===== src/design/priority_counting_semaphore_defines.svh =====
// Assertion macros used by the semaphore top module.
// Needs a clock named i_clk and an active-low reset named i_rst_n in scope.
`ifndef PRIORITY_COUNTING_SEMAPHORE_DEFINES_SVH
`define PRIORITY_COUNTING_SEMAPHORE_DEFINES_SVH

// same-cycle implication
`define PSC_ASSERT_NOW(label, ante, cons, msg) \
    label: assert property (@(posedge i_clk) disable iff (!i_rst_n) (ante) |-> (cons)) \
        else $error(msg);

// next-cycle implication
`define PSC_ASSERT_NEXT(label, ante, cons, msg) \
    label: assert property (@(posedge i_clk) disable iff (!i_rst_n) (ante) |=> (cons)) \
        else $error(msg);

`endif


===== src/design/psc_pkg.sv =====
// Shared types and constants for the priority counting semaphore.
// No dependencies.
package psc_pkg;

    localparam int ID_W    = 6;
    localparam int PRIO_W  = 6;
    localparam int COUNT_W = 8;
    localparam int STAT_W  = 3;

    typedef logic [STAT_W-1:0] t_status;

    localparam t_status ST_GRANTED  = 3'd0;
    localparam t_status ST_QUEUED   = 3'd1;
    localparam t_status ST_RELEASED = 3'd2;
    localparam t_status ST_WOKE     = 3'd3;
    localparam t_status ST_FULL     = 3'd4;

    localparam logic [COUNT_W-1:0] COUNT_MAX = '1;

    localparam logic FUNC_DOWN = 1'b0;

    typedef struct packed {
        logic [ID_W-1:0]   id;
        logic [PRIO_W-1:0] prio;
    } t_waiter;

    // table operation broadcast to every cell
    typedef struct packed {
        logic ins;
        logic pop;
    } t_cell_ctl;

endpackage


===== src/design/priority_counting_semaphore.sv =====
// Priority counting semaphore: count register plus a row of sorted waiter cells.
// Result strobe o_valid is registered and rises in the cycle after start; throughput one item per cycle,
// set by the parallel shift of the cell row. o_busy stays low.
// Synchronous active-low reset clears count, waiter total and the result strobe;
// the initial_count write loads the count and empties the table.
// The receiver cannot stall results.
`include "priority_counting_semaphore_defines.svh"
module priority_counting_semaphore
    import psc_pkg::*;
#(
    parameter  int MAX_WAITERS = 16,
    localparam int CNT_W       = $clog2(MAX_WAITERS + 1)
) (
    input  logic                i_clk,
    input  logic                i_rst_n,
    input  logic                i_cfg_wr_en,
    input  logic [COUNT_W-1:0]  i_cfg_wr_data,
    input  logic                i_start,
    output logic                o_busy,
    input  logic                i_func,
    input  logic [ID_W-1:0]     i_requester_id,
    input  logic [PRIO_W-1:0]   i_requester_priority,
    output logic                o_valid,
    output logic [STAT_W-1:0]   o_status,
    output logic [ID_W-1:0]     o_woken_id,
    output logic [PRIO_W-1:0]   o_woken_priority,
    output logic [COUNT_W-1:0]  o_count_after,
    output logic [CNT_W-1:0]    o_waiters_after
);

    localparam logic [CNT_W-1:0] MAX_CNT = CNT_W'(MAX_WAITERS);

    logic [COUNT_W-1:0] r_count;
    logic [COUNT_W-1:0] n_count;
    logic [CNT_W-1:0]   r_total;
    logic [CNT_W-1:0]   n_total;
    logic               r_valid;
    t_status            r_status;
    t_status            n_status;
    logic [ID_W-1:0]    r_woken_id;
    logic [PRIO_W-1:0]  r_woken_prio;
    logic [COUNT_W-1:0] r_count_out;
    logic [CNT_W-1:0]   r_total_out;

    t_cell_ctl          w_ctl;
    t_waiter            w_new;
    t_waiter            w_entry [MAX_WAITERS];
    logic               w_after [MAX_WAITERS];
    logic               w_accept;
    logic               w_woke;

    assign o_busy   = 1'b0;
    assign w_accept = i_start && !o_busy;
    assign w_new    = '{id: i_requester_id, prio: i_requester_priority};
    assign w_woke   = (r_total != '0);

    always_comb begin
        n_count  = r_count;
        n_total  = r_total;
        n_status = ST_RELEASED;
        w_ctl    = '0;
        if (i_func == FUNC_DOWN) begin
            priority if (r_count != '0) begin
                n_count  = r_count - 1'b1;
                n_status = ST_GRANTED;
            end else if (r_total < MAX_CNT) begin
                n_total   = r_total + 1'b1;
                n_status  = ST_QUEUED;
                w_ctl.ins = w_accept;
            end else begin
                n_status = ST_FULL;
            end
        end else begin
            if (w_woke) begin
                n_total   = r_total - 1'b1;
                n_status  = ST_WOKE;
                w_ctl.pop = w_accept;
            end
            if (r_count != COUNT_MAX) begin
                n_count = r_count + 1'b1;
            end
        end
    end

    genvar k;
    generate
        for (k = 0; k < MAX_WAITERS; k++) begin : g_cell
            logic    w_left_after;
            t_waiter w_left;
            t_waiter w_right;
            if (k == 0) begin : g_head
                assign w_left_after = 1'b1;
                assign w_left       = w_new;
            end else begin : g_body
                assign w_left_after = w_after[k-1];
                assign w_left       = w_entry[k-1];
            end
            if (k == MAX_WAITERS - 1) begin : g_tail
                assign w_right = w_entry[k];
            end else begin : g_mid
                assign w_right = w_entry[k+1];
            end
            psc_cell u_cell (
                .i_clk        (i_clk),
                .i_ctl        (w_ctl),
                .i_occ        (CNT_W'(k) < r_total),
                .i_left_after (w_left_after),
                .i_left       (w_left),
                .i_right      (w_right),
                .i_new        (w_new),
                .o_entry      (w_entry[k]),
                .o_after      (w_after[k])
            );
        end
    endgenerate

    always_ff @(posedge i_clk) begin
        if (!i_rst_n) begin
            r_count <= '0;
            r_total <= '0;
            r_valid <= 1'b0;
        end else begin
            r_valid <= w_accept;
            if (i_cfg_wr_en) begin
                r_count <= i_cfg_wr_data;
                r_total <= '0;
            end else if (w_accept) begin
                r_count <= n_count;
                r_total <= n_total;
            end
        end
    end

    always_ff @(posedge i_clk) begin
        if (w_accept) begin
            r_status     <= n_status;
            r_woken_id   <= (n_status == ST_WOKE) ? w_entry[0].id : '0;
            r_woken_prio <= (n_status == ST_WOKE) ? w_entry[0].prio : '0;
            r_count_out  <= n_count;
            r_total_out  <= n_total;
        end
    end

    assign o_valid          = r_valid;
    assign o_status         = r_status;
    assign o_woken_id       = r_woken_id;
    assign o_woken_priority = r_woken_prio;
    assign o_count_after    = r_count_out;
    assign o_waiters_after  = r_total_out;

    `PSC_ASSERT_NOW(a_total_bound, 1'b1, r_total <= MAX_CNT, "waiter total above table size")
    `PSC_ASSERT_NEXT(a_result_follows, w_accept, o_valid, "accepted item gave no result")
    `PSC_ASSERT_NOW(a_full_total, o_valid && (o_status == ST_FULL), o_waiters_after == MAX_CNT, "rejected with table not full")
    `PSC_ASSERT_NOW(a_queued_zero, o_valid && (o_status == ST_QUEUED), o_count_after == '0, "queued with nonzero count")

endmodule


===== src/design/psc_cell.sv =====
// One slot of the sorted waiter table.
// Depends on psc_pkg; shifts toward the front on pop, toward the back on insert.
module psc_cell
    import psc_pkg::*;
(
    input  logic      i_clk,
    input  t_cell_ctl i_ctl,
    input  logic      i_occ,
    input  logic      i_left_after,
    input  t_waiter   i_left,
    input  t_waiter   i_right,
    input  t_waiter   i_new,
    output t_waiter   o_entry,
    output logic      o_after
);

    t_waiter r_entry;
    t_waiter n_entry;

    // new item lands behind every occupied slot of equal or higher priority
    assign o_after = i_occ && (r_entry.prio >= i_new.prio);
    assign o_entry = r_entry;

    always_comb begin
        priority if (i_ctl.ins && !o_after) begin
            n_entry = i_left_after ? i_new : i_left;
        end else if (i_ctl.pop) begin
            n_entry = i_right;
        end else begin
            n_entry = r_entry;
        end
    end

    always_ff @(posedge i_clk) begin
        r_entry <= n_entry;
    end

endmodule

===== config.mk =====
export PLATFORM = sky130hd
export DESIGN_NAME = priority_counting_semaphore
export DESIGN_NICKNAME = d
export VERILOG_FILES = /design/src/design/psc_pkg.sv /design/src/design/priority_counting_semaphore.sv /design/src/design/psc_cell.sv
export VERILOG_INCLUDE_DIRS = /design/src /design/src/design
export SDC_FILE = /design/constraint.sdc
export NUM_CORES = 1
export LEC_CHECK = 0
export BUFFER_PORTS_ARGS = -buffer_cell sky130_fd_sc_hd__buf_4
export CORE_ASPECT_RATIO = 0.75
export CORE_UTILIZATION = 60
export CTS_CLUSTER_DIAMETER = 120
export CTS_CLUSTER_SIZE = 40
export DETAILED_ROUTE_END_ITERATION = 10
export PLACE_DENSITY = 0.87
export SLEW_MARGIN = 10
export SYNTH_ARGS = -nofsm -noshare
export SYNTH_HDL_FRONTEND = slang
export SYNTH_SLANG_ARGS = --single-unit

===== constraint.sdc =====
create_clock -name i_clk -period 7.7 [get_ports i_clk]
set_input_delay 0.77 -clock i_clk [delete_from_list [all_inputs] [get_ports i_clk]]
set_output_delay 0.77 -clock i_clk [all_outputs]
set_load 0.01 [all_outputs]

==> results of run 1 <==
-- cells in the mapped netlist, types with 3 or more instances --
library cell,number,share of area
dfxtp_1,14,0.020
nand2_1,73,0.019
a31o_2,3,0.0019
buf_2,39,0.014
nor3_1,9,0.0032
buf_4,7,0.0037
o21a_1,8,0.0043
nor2_1,167,0.044
buf_6,4,0.0032
xnor2_1,5,0.0031
nand3_1,11,0.0039
ha_1,96,0.085
nor4_1,6,0.0027
inv_1,41,0.011
edfxtp_1,220,0.47
nand4_1,3,0.0013
clkbuf_1,28,0.0075
a22oi_1,6,0.0032
o21ai_0,83,0.029
mux2i_1,162,0.12
and2_1,17,0.0075
mux2_2,21,0.017
a21oi_1,156,0.055
nand2b_1,23,0.010
o21ai_1,13,0.0046
or3_1,3,0.0013
a21oi_4,4,0.0046
and3_1,7,0.0031
a21oi_2,14,0.0087
o31ai_1,4,0.0021
a211oi_1,24,0.013
-- state kept, by name, indices dropped and copies added (netlist names) --
signal and cells:
o_woken_id 6, g_cell.u_cell.o_entry 192, o_waiters_after 5, o_valid 1
o_woken_priority 6, o_count_after 8, o_status 3, r_total 5
r_count 8
-- critical path: cells and delay by family, from the launching register on --
family / cells / cell delay, ns
flops: 1 / 0.41
fa+ha+maj: 1 / 0.26
buf+inv: 1 / 0.16
simple gates: 3 / 1.63
compound gates: 1 / 1.08
-- layout make-up --
class	instances	area share
flip-flops and latches	234	0.468
clock buffers	11	0.0158
inverters	42	0.0111
repair buffers	58	0.0296
well taps	300	0.0255
multi-input cells	958	0.450
clock inverters	1	0.000595
-- metrics by stage --
step / std cells / total power [mW] / util / area (µm²)
floorplan: 1316 / 1.68 / - / 14100
global placement: 1592 / 1.77 / 0.629 / 14500
detailed placement: 1592 / 1.79 / 0.629 / 14500
CTS: 1604 / 2.35 / 0.640 / 14700
global route: 1604 / 2.43 / 0.640 / 14700
finish: 1604 / 2.36 / 0.640 / 14700
-- per-layer routing --
metal  part of all wire  up-vias  wire (µm)
met5                  0        -          0
met2               0.43      623      15400
met3               0.12       66       4280
met4              0.018        0        641
li1                   -     4793          -
met1               0.43     5100      15600
-- kinds of logic after synthesis --
kind of cell,after synthesis,synth area share
fa+ha+maj,96,0.0852
mux,183,0.132
compound gates,342,0.143
buf+inv,124,0.0417
xor+xnor,5,0.00311
flops,234,0.489
other cells,1,0.000266
simple gates,331,0.106
-- power by group through the flow --
stage	sequential, mW	combinational, mW	clock, mW
6_report	1.48	0.297	0.588
5_1_grt	1.48	0.326	0.627
4_1_cts	1.47	0.290	0.591
3_5_place_dp	1.50	0.288	0
3_3_place_gp	1.50	0.272	0
2_1_floorplan	1.49	0.196	0
-- how the worst max path moves through the flow --
stage	startpoint	endpoint	slack, ns	cells past startpoint
2_1_floorplan	i_requester_priority[1]	g_cell[3].u_cell.o_entry[0]	4.10	8
3_3_place_gp	i_requester_priority[1]	g_cell[14].u_cell.o_entry[7]	3.56	7
4_1_cts	r_count[0]	g_cell[14].u_cell.o_entry[2]	3.93	6
6_report	r_count[0]	g_cell[14].u_cell.o_entry[2]	3.80	6
3_5_place_dp	i_requester_priority[5]	g_cell[7].u_cell.o_entry[6]	3.45	7
5_1_grt	r_count[0]	g_cell[1].u_cell.o_entry[9]	3.59	6
==> metrics list, run 1 <==
- Setup violations remaining at the end of the flow were counted as 0.
- Static Leak: 5.99 nW
- For met2 alone, demand over resource in global routing was 0.441.
- CP required: 7.84 ns
* Global-route usage over all layers: 0.303
* Total Die Area: 24100 µm²
- Post-Route Skew: 0.0136 ns
* Clock latency on the worst-skew pair: 0.49 ns
- Mapped Cells: 1316
* Critical path's slowest cell: a21oi_2
- In this run the vertical extent of the chip is 135 µm.
- Share of the clock period used by the worst path: 0.506
- Number of gates resized after CTS: 0
* Antenna Violating Nets Remaining: 0
- Drt wl/cell: 22.4 µm
- Switching part of the total: 0.253
- For this run the aggregate overflow at the end of global routing stands at 0.
* Seq pwr share: 0.625
- STA classifies the critical path startpoint as a flop.
- The critical path in this run is classified as flop to flop.
* Reported max-cap violation count: 0
* Most Used Layer, Global Route: met1
- Hold Path Depth: 3
- Worst Setup Slack post-DPL: 3.45 ns
- Leaving out fill and tap cells, the most frequent cell in the layout is edfxtp_1.
* Number of buffer cells added on primary ports: 53
- After detailed routing, the number of vias per cell comes to 6.60.
- Hold timing on the final database bottoms out at a slack of 0.529 ns.
- The clock period could shrink to 3.90 ns.
- The wire-length estimate of the detail-placed layout is 26100 µm.
* Post-layout net count: 1424
- TritonCTS built the clock tree.
- Setup slack of the most critical reg-to-reg path: 3.80 ns
- The floorplan has 48 rows.
- Fin. max-slew vios: 0
* Buffers inserted during post-CTS setup optimization: 0
- Crit-path cells: inv_1 > ha_1 > nor2b_1 > nand4_1 > a21oi_2 > nand2b_1
* Sequential cell area: 6890 µm²
* Layout fillers: 1755
- Net Count, Synth: 1437
- Post-synth ARST share: 0
* Fraction of the yosys area taken by sequential cells: 0.489
- Clock tree synthesis found a total of 234 sinks.
* Post-synthesis to final-layout area growth: 4.47%
- In the routed design, unresolved DRC markers number 0.
* Hold path start: i_cfg_wr_data[3]
* Met3 usage: 0.0611
* Highest clock frequency the design can meet: 256 MHz
- The netlist uses 64 different library cells.
- Reg-to-reg critical path endpoint: g_cell[14].u_cell.o_entry[2]
- In this run the standard cell core region covers 23000 µm².
* Worst Reg2Reg Path Length in Cells: 6
* Accumulated negative setup slack: 0 ns
- The first global-routing pass estimated 56000 µm of wire.
* Area of combinational cells with multiple inputs: 6620 µm²
* Ratio of cells with drive above 1 in the final layout: 0.0936
- At the end of routability-driven placement, the weighted congestion stood at 0.958.
- H-tree lvl count: 1
* Int Pwr: 1.77 mW
* Netlist Area Pre-Place: 14100 µm²
* Number of buffers between clock root and the deepest sink: 3
- The largest single stage delay on the critical path is 1.08 ns.
- Overall routed net length: 36000 µm
- From left edge to right edge, the die measures 179 µm.
- In this run, synthesis produced a sequential element count of 234.
- Worst Hold Class: input port to flop
- The worst setup path is captured at a flop.
- After synthesis, the mean cell area works out to 10.7 µm².
- In this run, CTS created clock tree buffers numbering 9.
- The library cells used most frequently in the layout, excluding fill and tap cells, are edfxtp_1, nor2_1, mux2i_1.
- Commonest register cell after synthesis: edfxtp_1
* Endpoint, Worst Hold: r_count[3]
- Net Switching: 0.596 mW
- Along the worst path, the maximum fanout reaches 25.
- During I/O placement, the number of pins put on the boundary was 55.
* Setup repair after global routing missed its margin: no
- Data arrives at the worst endpoint at 4.03 ns.
- After clock tree synthesis, the flow added hold-fix buffers numbering 0.
* Number of vias after detailed routing: 10600
- Met1 track utilization from global routing: 0.464
- Run status: complete, no violations
- Clock-pin slew was measured on the worst setup and hold paths at 0.15 ns.
- VDD sags by at most 0.000142 V.
- Source of the worst register-to-register timing path: r_count[0]
- Clock group share of total power: 0.249
- Final-report hold violation count: 0
- Before antenna repair, the detailed router went through 6 iterations.
- Counting flops with a built-in enable in the synthesized netlist gives 220.
- Worst setup slack after layout: 3.80 ns
- Entering global routing, the biggest net connects 49 pins.
- Portion of total power attributed to combinational logic: 0.126
- In this run the power density over the cells is 160 nW/µm².
- For the pin with the worst max-slew slack, the measured transition is 1.03 ns.
* Cell at the root of the clock tree: clkbuf_16
* Slew Limit Headroom: 0.313
- Detailed Route Iter0 Violations: 1407
* Via count of the first global-routing pass: 10100
- For this configuration, the core starts out at a cell density of 0.613.
- Initial antenna violation count: 0
* N_diodes: 0
- Total of warnings raised by yosys: 0
Power figures use the tool's default switching activity.
==> run 2: changes to the inputs <==
- CORE_UTILIZATION: 60 -> 57
- PLACE_DENSITY: 0.87 -> 0.86
- clock period: 7.7 -> 3.5 ns (I/O delays scaled with it)
==> run 2 against run 1 <==
Against the previous run:
- final cell count is 5.0% higher
- critical path depth stayed put
- clock power is 120% higher
- flip-flop and latch count stayed put
- first-iteration DRC count is 7.3% lower
- critical path type unchanged
- critical endpoint is now g_cell[8].u_cell.o_entry[9]
- largest cell class unchanged
==> metrics list, run 2 (synthesis results as in run 1) <==
- Placed Cells: 1673 (+5.1%)
- The final design area excluding fillers is 15200 µm² (+3.0%).
- The initial antenna violation count is 0 (unchanged).
* N_diodes: 0 (unchanged)
- The post-route minimum period came to 2.97 ns (-0.927 ns).
* H-tree lvl count: 1 (unchanged)
- Utilization after layout: 0.629 (-0.0109)
* Transition at the pin with the smallest max-transition slack: 0.776 ns (-0.254 ns)
- Worst Hold Class: input port to flop
* RD Place Congestion: 0.896 (-6.5%)
- Worst Hold Slack: 0.105 ns (-0.424 ns)
- Total power per unit cell area: 345 nW/µm² (+110%)
- TritonCTS built the clock tree.
* Static Leak: 6.25 nW (+4.3%)
* Width of the die: 184 µm (+2.6%)
- The relative slew slack was 0.481 (+0.168).
* Total Die Area: 25400 µm² (+5.2%)
- Net Switching: 1.32 mW (+120%)
- The starting density of the core is 0.585 (-0.0278).
- The overall routing resource usage was 0.276 (-0.0271).
- Post-layout net count: 1474 (+3.5%)
- Final Setup Violations: 0 (unchanged)
- Switching part of the total: 0.253 (+0.000881)
- Highest clock frequency the design can meet: 336 MHz (+31%)
* Detailed Route Iter0 Violations: 1304 (-7.3%)
* Commonest non-fill, non-tap cells in the layout: edfxtp_1, nor2_1, mux2i_1
- The data arrival time of the critical path came to 3.31 ns (-0.72 ns).
- The sequential cell fraction of total power is 0.619 (-0.006).
- The maximum net fanout on the critical path came to 12 (-52%).
- The number of setup buffers added after CTS came to 0 (unchanged).
- The setup path with the least slack is of type flop to flop.
- Antenna Violating Nets Remaining: 0 (unchanged)
* Floorplan core area: 24100 µm² (+4.7%)
* Max VDD drop: 0.000335 V (+140%)
* Clock latency on the worst-skew pair: 0.49 ns (about the same)
- The mean routed wirelength per cell came to 20.9 µm (-6.8%).
* Number of vias after detailed routing: 10700 (+0.80%)
* Post-CTS clock slew at the launch and capture registers of the worst setup and hold paths: 0.14 ns (about the same)
- The maximum number of pins on one net before global-route repair came to 47 (-4.1%).
* DRC errors left: 0 (unchanged)
- The maximum number of buffers from clock root to sink is 3 (unchanged).
- The number of CTS-inserted buffers is 9 (unchanged).
* Hold Path Depth: 3 (unchanged)
- The overall overflow remaining after global route is 0 (unchanged).
- STA classifies the critical path endpoint as a flop.
* Die Y: 138 µm (+2.6%)
- Area after DPL: 14900 µm² (+3.0%)
- The fraction of power consumed by combinational cells is 0.130 (+0.004).
- The hold-fix buffer count after cts came to 0 (unchanged).
- The wire length of the first global-routing pass was 54800 µm (-2.2%).
- The hold violation total from the final report is 0 (unchanged).
- Run status: complete, no violations
* Vias per Instance: 6.33 (-4.0%)
- Ratio of cells with drive above 1 in the final layout: 0.126 (+0.0327)
* Reported max-cap violation count: 0 (unchanged)
- The setup TNS after final layout is 0 ns (unchanged).
- Number of buffer cells added on primary ports: 53 (unchanged)
- First-pass iteration count of the detailed router: 5 (-1)
- The tree is rooted in a clkbuf_16.
* Worst Reg2Reg Path Length in Cells: 6 (unchanged)
* Post-synthesis to final-layout area growth: 7.57%
* Detailed placer's ending HPWL: 26100 µm (+0.13%)
- Clock group share of total power: 0.251 (+0.002)
- The required time of the critical path is 3.83 ns (-4.01 ns).
- Overall routed net length: 35300 µm (-2.1%)
* Number of gates resized after CTS: 0 (unchanged)
- Clock tree sinks: 234 (unchanged)
* I/O pins: 55 (unchanged)
- Post-Route Skew: 0.0137 ns (+0.0000739 ns)
- The via count of the first global-routing pass was 10100 (-0.20%).
* Share of the clock period used by the worst path: 0.849 (+0.343)
* Int Pwr: 3.90 mW (+120%)
- Largest register FFs: 192 (unchanged)
- Non-Filler Instances: 1685 (+5.0%)
- Fin. max-slew vios: 0 (unchanged)
* Setup repair after global routing missed its margin: no
- Startpoint class of the critical path: flop
- The library cell used most frequently in the layout, excluding fill and tap cells, is edfxtp_1.
- The site row count is 49 (+2.1%).
[run 2: changes by cell type in the layout (fill, tap and decap cells not counted), sizes merged]
cell  delta
buf     +50
[run 2: metal layers]
| metal | routed length [µm] | global-route usage | share of wire |
|---|---|---|---|
| met1 | 15300 | 0.418 | 0.43 |
| met2 | 15400 | 0.407 | 0.44 |
| met3 | 3980 | 0.0574 | 0.11 |
| met4 | 580 | 0.0561 | 0.016 |
| met5 | 0 | 0 | 0 |
[run 2: worst paths after layout]
check                                    from                     endpoint  slack, ns
hold reg to reg   g_cell[0].u_cell.o_entry[6]                o_woken_id[0]       0.56
setup reg to reg                   r_total[4]  g_cell[8].u_cell.o_entry[9]       0.53
hold / removal               i_cfg_wr_data[4]                   r_count[4]       0.11
setup / recovery                   r_total[4]  g_cell[8].u_cell.o_entry[9]       0.53
[run 2: layout make-up]
class / instances / area (µm²)
multi-input cells: 958 / 6620
fillers: 1860 / 8940
flip-flops and latches: 234 / 6890
clock inverters: 1 / 8.76
inverters: 42 / 163
repair buffers: 108 / 836
well taps: 331 / 414
clock buffers: 11 / 233
[run 2: power groups by stage]
stage	combinational [mW]	sequential, mW	clock, mW
6_report	0.681	3.24	1.31
5_1_grt	0.746	3.25	1.38
4_1_cts	0.668	3.23	1.32
3_5_place_dp	0.664	3.30	0
3_3_place_gp	0.632	3.30	0
2_1_floorplan	0.430	3.28	0
[run 2: metrics by stage]
stage | setup WS [ns] | total power [mW]
global placement | 0.536 | 3.93
CTS | 0.578 | 5.22
floorplan | 0.324 | 3.71
detailed placement | 0.367 | 3.96
finish | 0.527 | 5.23
global route | 0.329 | 5.37
[run 2: worst max-delay path, stage by stage, from the launching register on]
cell,delay [ns]
dfxtp_1,0.49
nor4_1,0.66
nor2_1,0.20
a22oi_1,0.23
o21a_1,0.57
nand2b_1,0.38
o21ai_0,0.28
==> run 3: changes to the inputs <==
- clock period: 3.5 -> 2.55 ns (I/O delays scaled with it)
==> run 3 against run 2 <==
Against the previous run:
- final cell count rose by 2.7%
- die area is the same
- utilization increased by 2.7 points
- first-iteration DRC count increased by 1.5%
- flip-flop and latch count stayed put
- global-route usage increased by 1.5 points
- count of clock-buffer cells in the layout is 1 higher
- worst hold slack lost 0.091 ns
- critical path depth up 3
- fmax is 19% higher
- critical endpoint is now g_cell[5].u_cell.o_entry[9]
- largest power group unchanged
==> metrics list, run 3 (synthesis results as in run 1) <==
* Via count of the first global-routing pass: 10600 (+5.0%)
- The setup TNS after final layout came to 0 ns (unchanged).
- The full die area was 25400 µm² (unchanged).
* DRC errors left: 0 (unchanged)
- The static leakage came to 6.56 nW (+5.0%).
- Vias per Instance: 6.27 (-1.0%)
- Transition at the pin with the smallest max-transition slack: 0.499 ns (-0.278 ns)
- The core footprint is 24100 µm² (unchanged).
- The chip height came to 138 µm (unchanged).
- Remaining global-route overflow: 0 (unchanged)
- First-pass iteration count of the detailed router: 5 (unchanged)
* CP Capture Type: flop
- RD Place Congestion: 0.909 (+1.4%)
* Final-report hold violation count: 0 (unchanged)
- Pin count of the biggest net entering global routing: 42 (-11%)
- The worst setup path is launched from a flop.
- The count of non-filler cells in the finished layout is 1730 (+2.7%).
- Run status: complete, no violations
* Time the worst path needs with I/O delays and setup: 2.50 ns (-0.470 ns)
- First-pass GRT wire length: 57700 µm (+5.3%)
- Largest incremental delay on the critical path: 0.48 ns (-0.18 ns)
- The port buffer count is 53 (unchanged).
* Total power per unit cell area: 463 nW/µm² (+34%)
- The share of cells above drive strength 1 was 0.164 (+0.0381).
* Crit path kind: flop to flop
- For this design, the slowest cell found on the critical path is edfxtp_1.
- The mean routed wirelength per cell is 21.4 µm (+2.2%).
- Clock tree sinks: 234 (unchanged)
- Crit-path cells: inv_1 > ha_1 > nand2b_1 > a211oi_2 > o21ai_0 > nand2_1 > buf_12 > mux2i_1 > a21oi_1
- Starting density of the core: 0.585 (unchanged)
- Post-layout net count: 1518 (+3.0%)
- The setup slack of the most critical reg-to-reg path is 0.05 ns (-0.48 ns).
* Number of buffers between clock root and the deepest sink: 3 (unchanged)
- Final Setup Violations: 0 (unchanged)
- Wire length on met2: 16600 µm (+7.9%)
* Hold path start: i_cfg_wr_data[4]
- Max VDD drop: 0.000505 V (+51%)
- Compared with the post-synthesis result, the final layout area differs by 12.1%.
* Leading cell type in the layout, fill and taps excluded: edfxtp_1
* Highest clock frequency the design can meet: 399 MHz (+19%)
- I/O pins: 55 (unchanged)
- The total count of max-transition violations in the final report was 0 (unchanged).
* Endpoint, Worst Hold: r_count[4]
- Width of the die: 184 µm (unchanged)
- The worst hold path depth is 3 (unchanged).
- The data arrival time of the critical path came to 2.77 ns (-0.54 ns).
- Leaving out fill and tap cells, the most frequent cells in the layout are edfxtp_1, nor2_1, mux2i_1.
- TritonCTS Buffers: 9 (unchanged)
- The number of routed nets with antenna violations was 0 (unchanged).
- The number of max-cap violations was 0 (unchanged).
* Wire length on met3: 3760 µm (-5.4%)
* Sequential cell area: 6890 µm² (about the same)
* Cell Rows: 49 (unchanged)
- Post-CTS clock slew at the launch and capture registers of the worst setup and hold paths: 0.15 ns (about the same)
* Placed Cells: 1717 (+2.6%)
* Number of vias after detailed routing: 10800 (+1.6%)
* Largest register FFs: 192 (unchanged)
- CP required: 2.82 ns (-1.01 ns)
* Clock latency on the worst-skew pair: 0.50 ns (about the same)
- The initial antenna violation count is 0 (unchanged).
* Worst Hold Class: input port to flop
- Reg-to-reg critical path endpoint: g_cell[5].u_cell.o_entry[9]
- The tree is rooted in a clkbuf_16.
* Top layer in use: met4
- The half-perimeter wire length after detailed placement came to 27600 µm (+5.7%).
* Source of the worst register-to-register timing path: g_cell[4].u_cell.o_entry[0]
* Clock tree from TritonCTS: built
* N_diodes: 0 (unchanged)
* Share of the clock period used by the worst path: 0.982 (+0.132)
* Area of combinational cells with multiple inputs: 6670 µm² (+0.85%)
- H-tree lvl count: 1 (unchanged)
- Detailed Route Iter0 Violations: 1323 (+1.5%)
* Critical path peak fanout: 10 (-2)
- Worst Reg2Reg Path Length in Cells: 9 (+3)
* Routed length on met1: 15900 µm (+3.9%)
- Global-route usage over all layers: 0.291 (+0.0153)
- The wire length after detailed routing was 37000 µm (+5.0%).
- The final worst clock skew was 0.0243 ns (+0.0106 ns).
- Layout fillers: 1848 (-0.65%)
* Hold buffers post-CTS: 0 (unchanged)
- Slew Limit Headroom: 0.664 (+0.183)
==> run 3: routing by layer <==
metal	track usage	vias to the layer above
met5	0.00381	-
met4	0.0623	0
met3	0.0664	60
met2	0.445	512
met1	0.422	5268
li1	-	4999
==> run 3: final cells by class <==
type | instances | area share
well taps | 331 | 0.0262
multi-input cells | 958 | 0.422
clock buffers | 12 | 0.0150
inverters | 42 | 0.0103
clock inverters | 1 | 0.000554
repair buffers | 152 | 0.0899
flip-flops and latches | 234 | 0.436
==> run 3: worst max path at each step <==
stage / slack (ns) / from / end
2_1_floorplan: 0.03 / i_requester_priority[5] / g_cell[13].u_cell.o_entry[0]
4_1_cts: 0.03 / r_count[0] / g_cell[2].u_cell.o_entry[0]
5_1_grt: -0.0003 / g_cell[4].u_cell.o_entry[0] / g_cell[5].u_cell.o_entry[8]
6_report: 0.05 / g_cell[4].u_cell.o_entry[0] / g_cell[5].u_cell.o_entry[9]
3_3_place_gp: 0.06 / i_requester_priority[0] / g_cell[10].u_cell.o_entry[11]
3_5_place_dp: -0.05 / i_requester_priority[0] / g_cell[15].u_cell.o_entry[6]
==> run 3: worst max-delay path: cells and delay by family (launching register included) <==
kind	cells	cell delay (ns)
multiplexers	1	0.32
flip-flops	1	0.48
AND/OR/NAND/NOR	2	0.37
AO/OA/AOI/OAI	3	0.62
adder cells (fa/ha/maj)	1	0.21
buffers and inverters	2	0.26
==> run 3: through the flow <==
step | power [mW] | hold WS, ns | instance area, µm² | worst slack [ns] | util
final | 7.32 | 0.0143 | 15800 | 0.0464 | 0.656
after CTS | 7.31 | 0.000233 | 15800 | 0.0327 | 0.655
after global routing | 7.54 | 0.00219 | 15800 | -0.000260 | 0.656
after floorplan | 5.09 | 0.354 | 14100 | 0.0252 | -
after detailed placement | 5.54 | 0.524 | 15500 | -0.0514 | 0.644
after global placement | 5.48 | 0.522 | 15500 | 0.0621 | 0.644
==> run 3: what timing repair did <==
item,in CTS,in global routing
gates resized for setup,0,9
setup endpoints to repair,0,133
buffers inserted,0,0
==> run 3: power by group <==
group	leakage (nW)	internal, mW	switching [mW]	total [mW]
Combinational	4.31	0.422	0.626	1.05
Clock	0.119	0.670	1.17	1.84
Sequential	2.14	4.34	0.0895	4.43
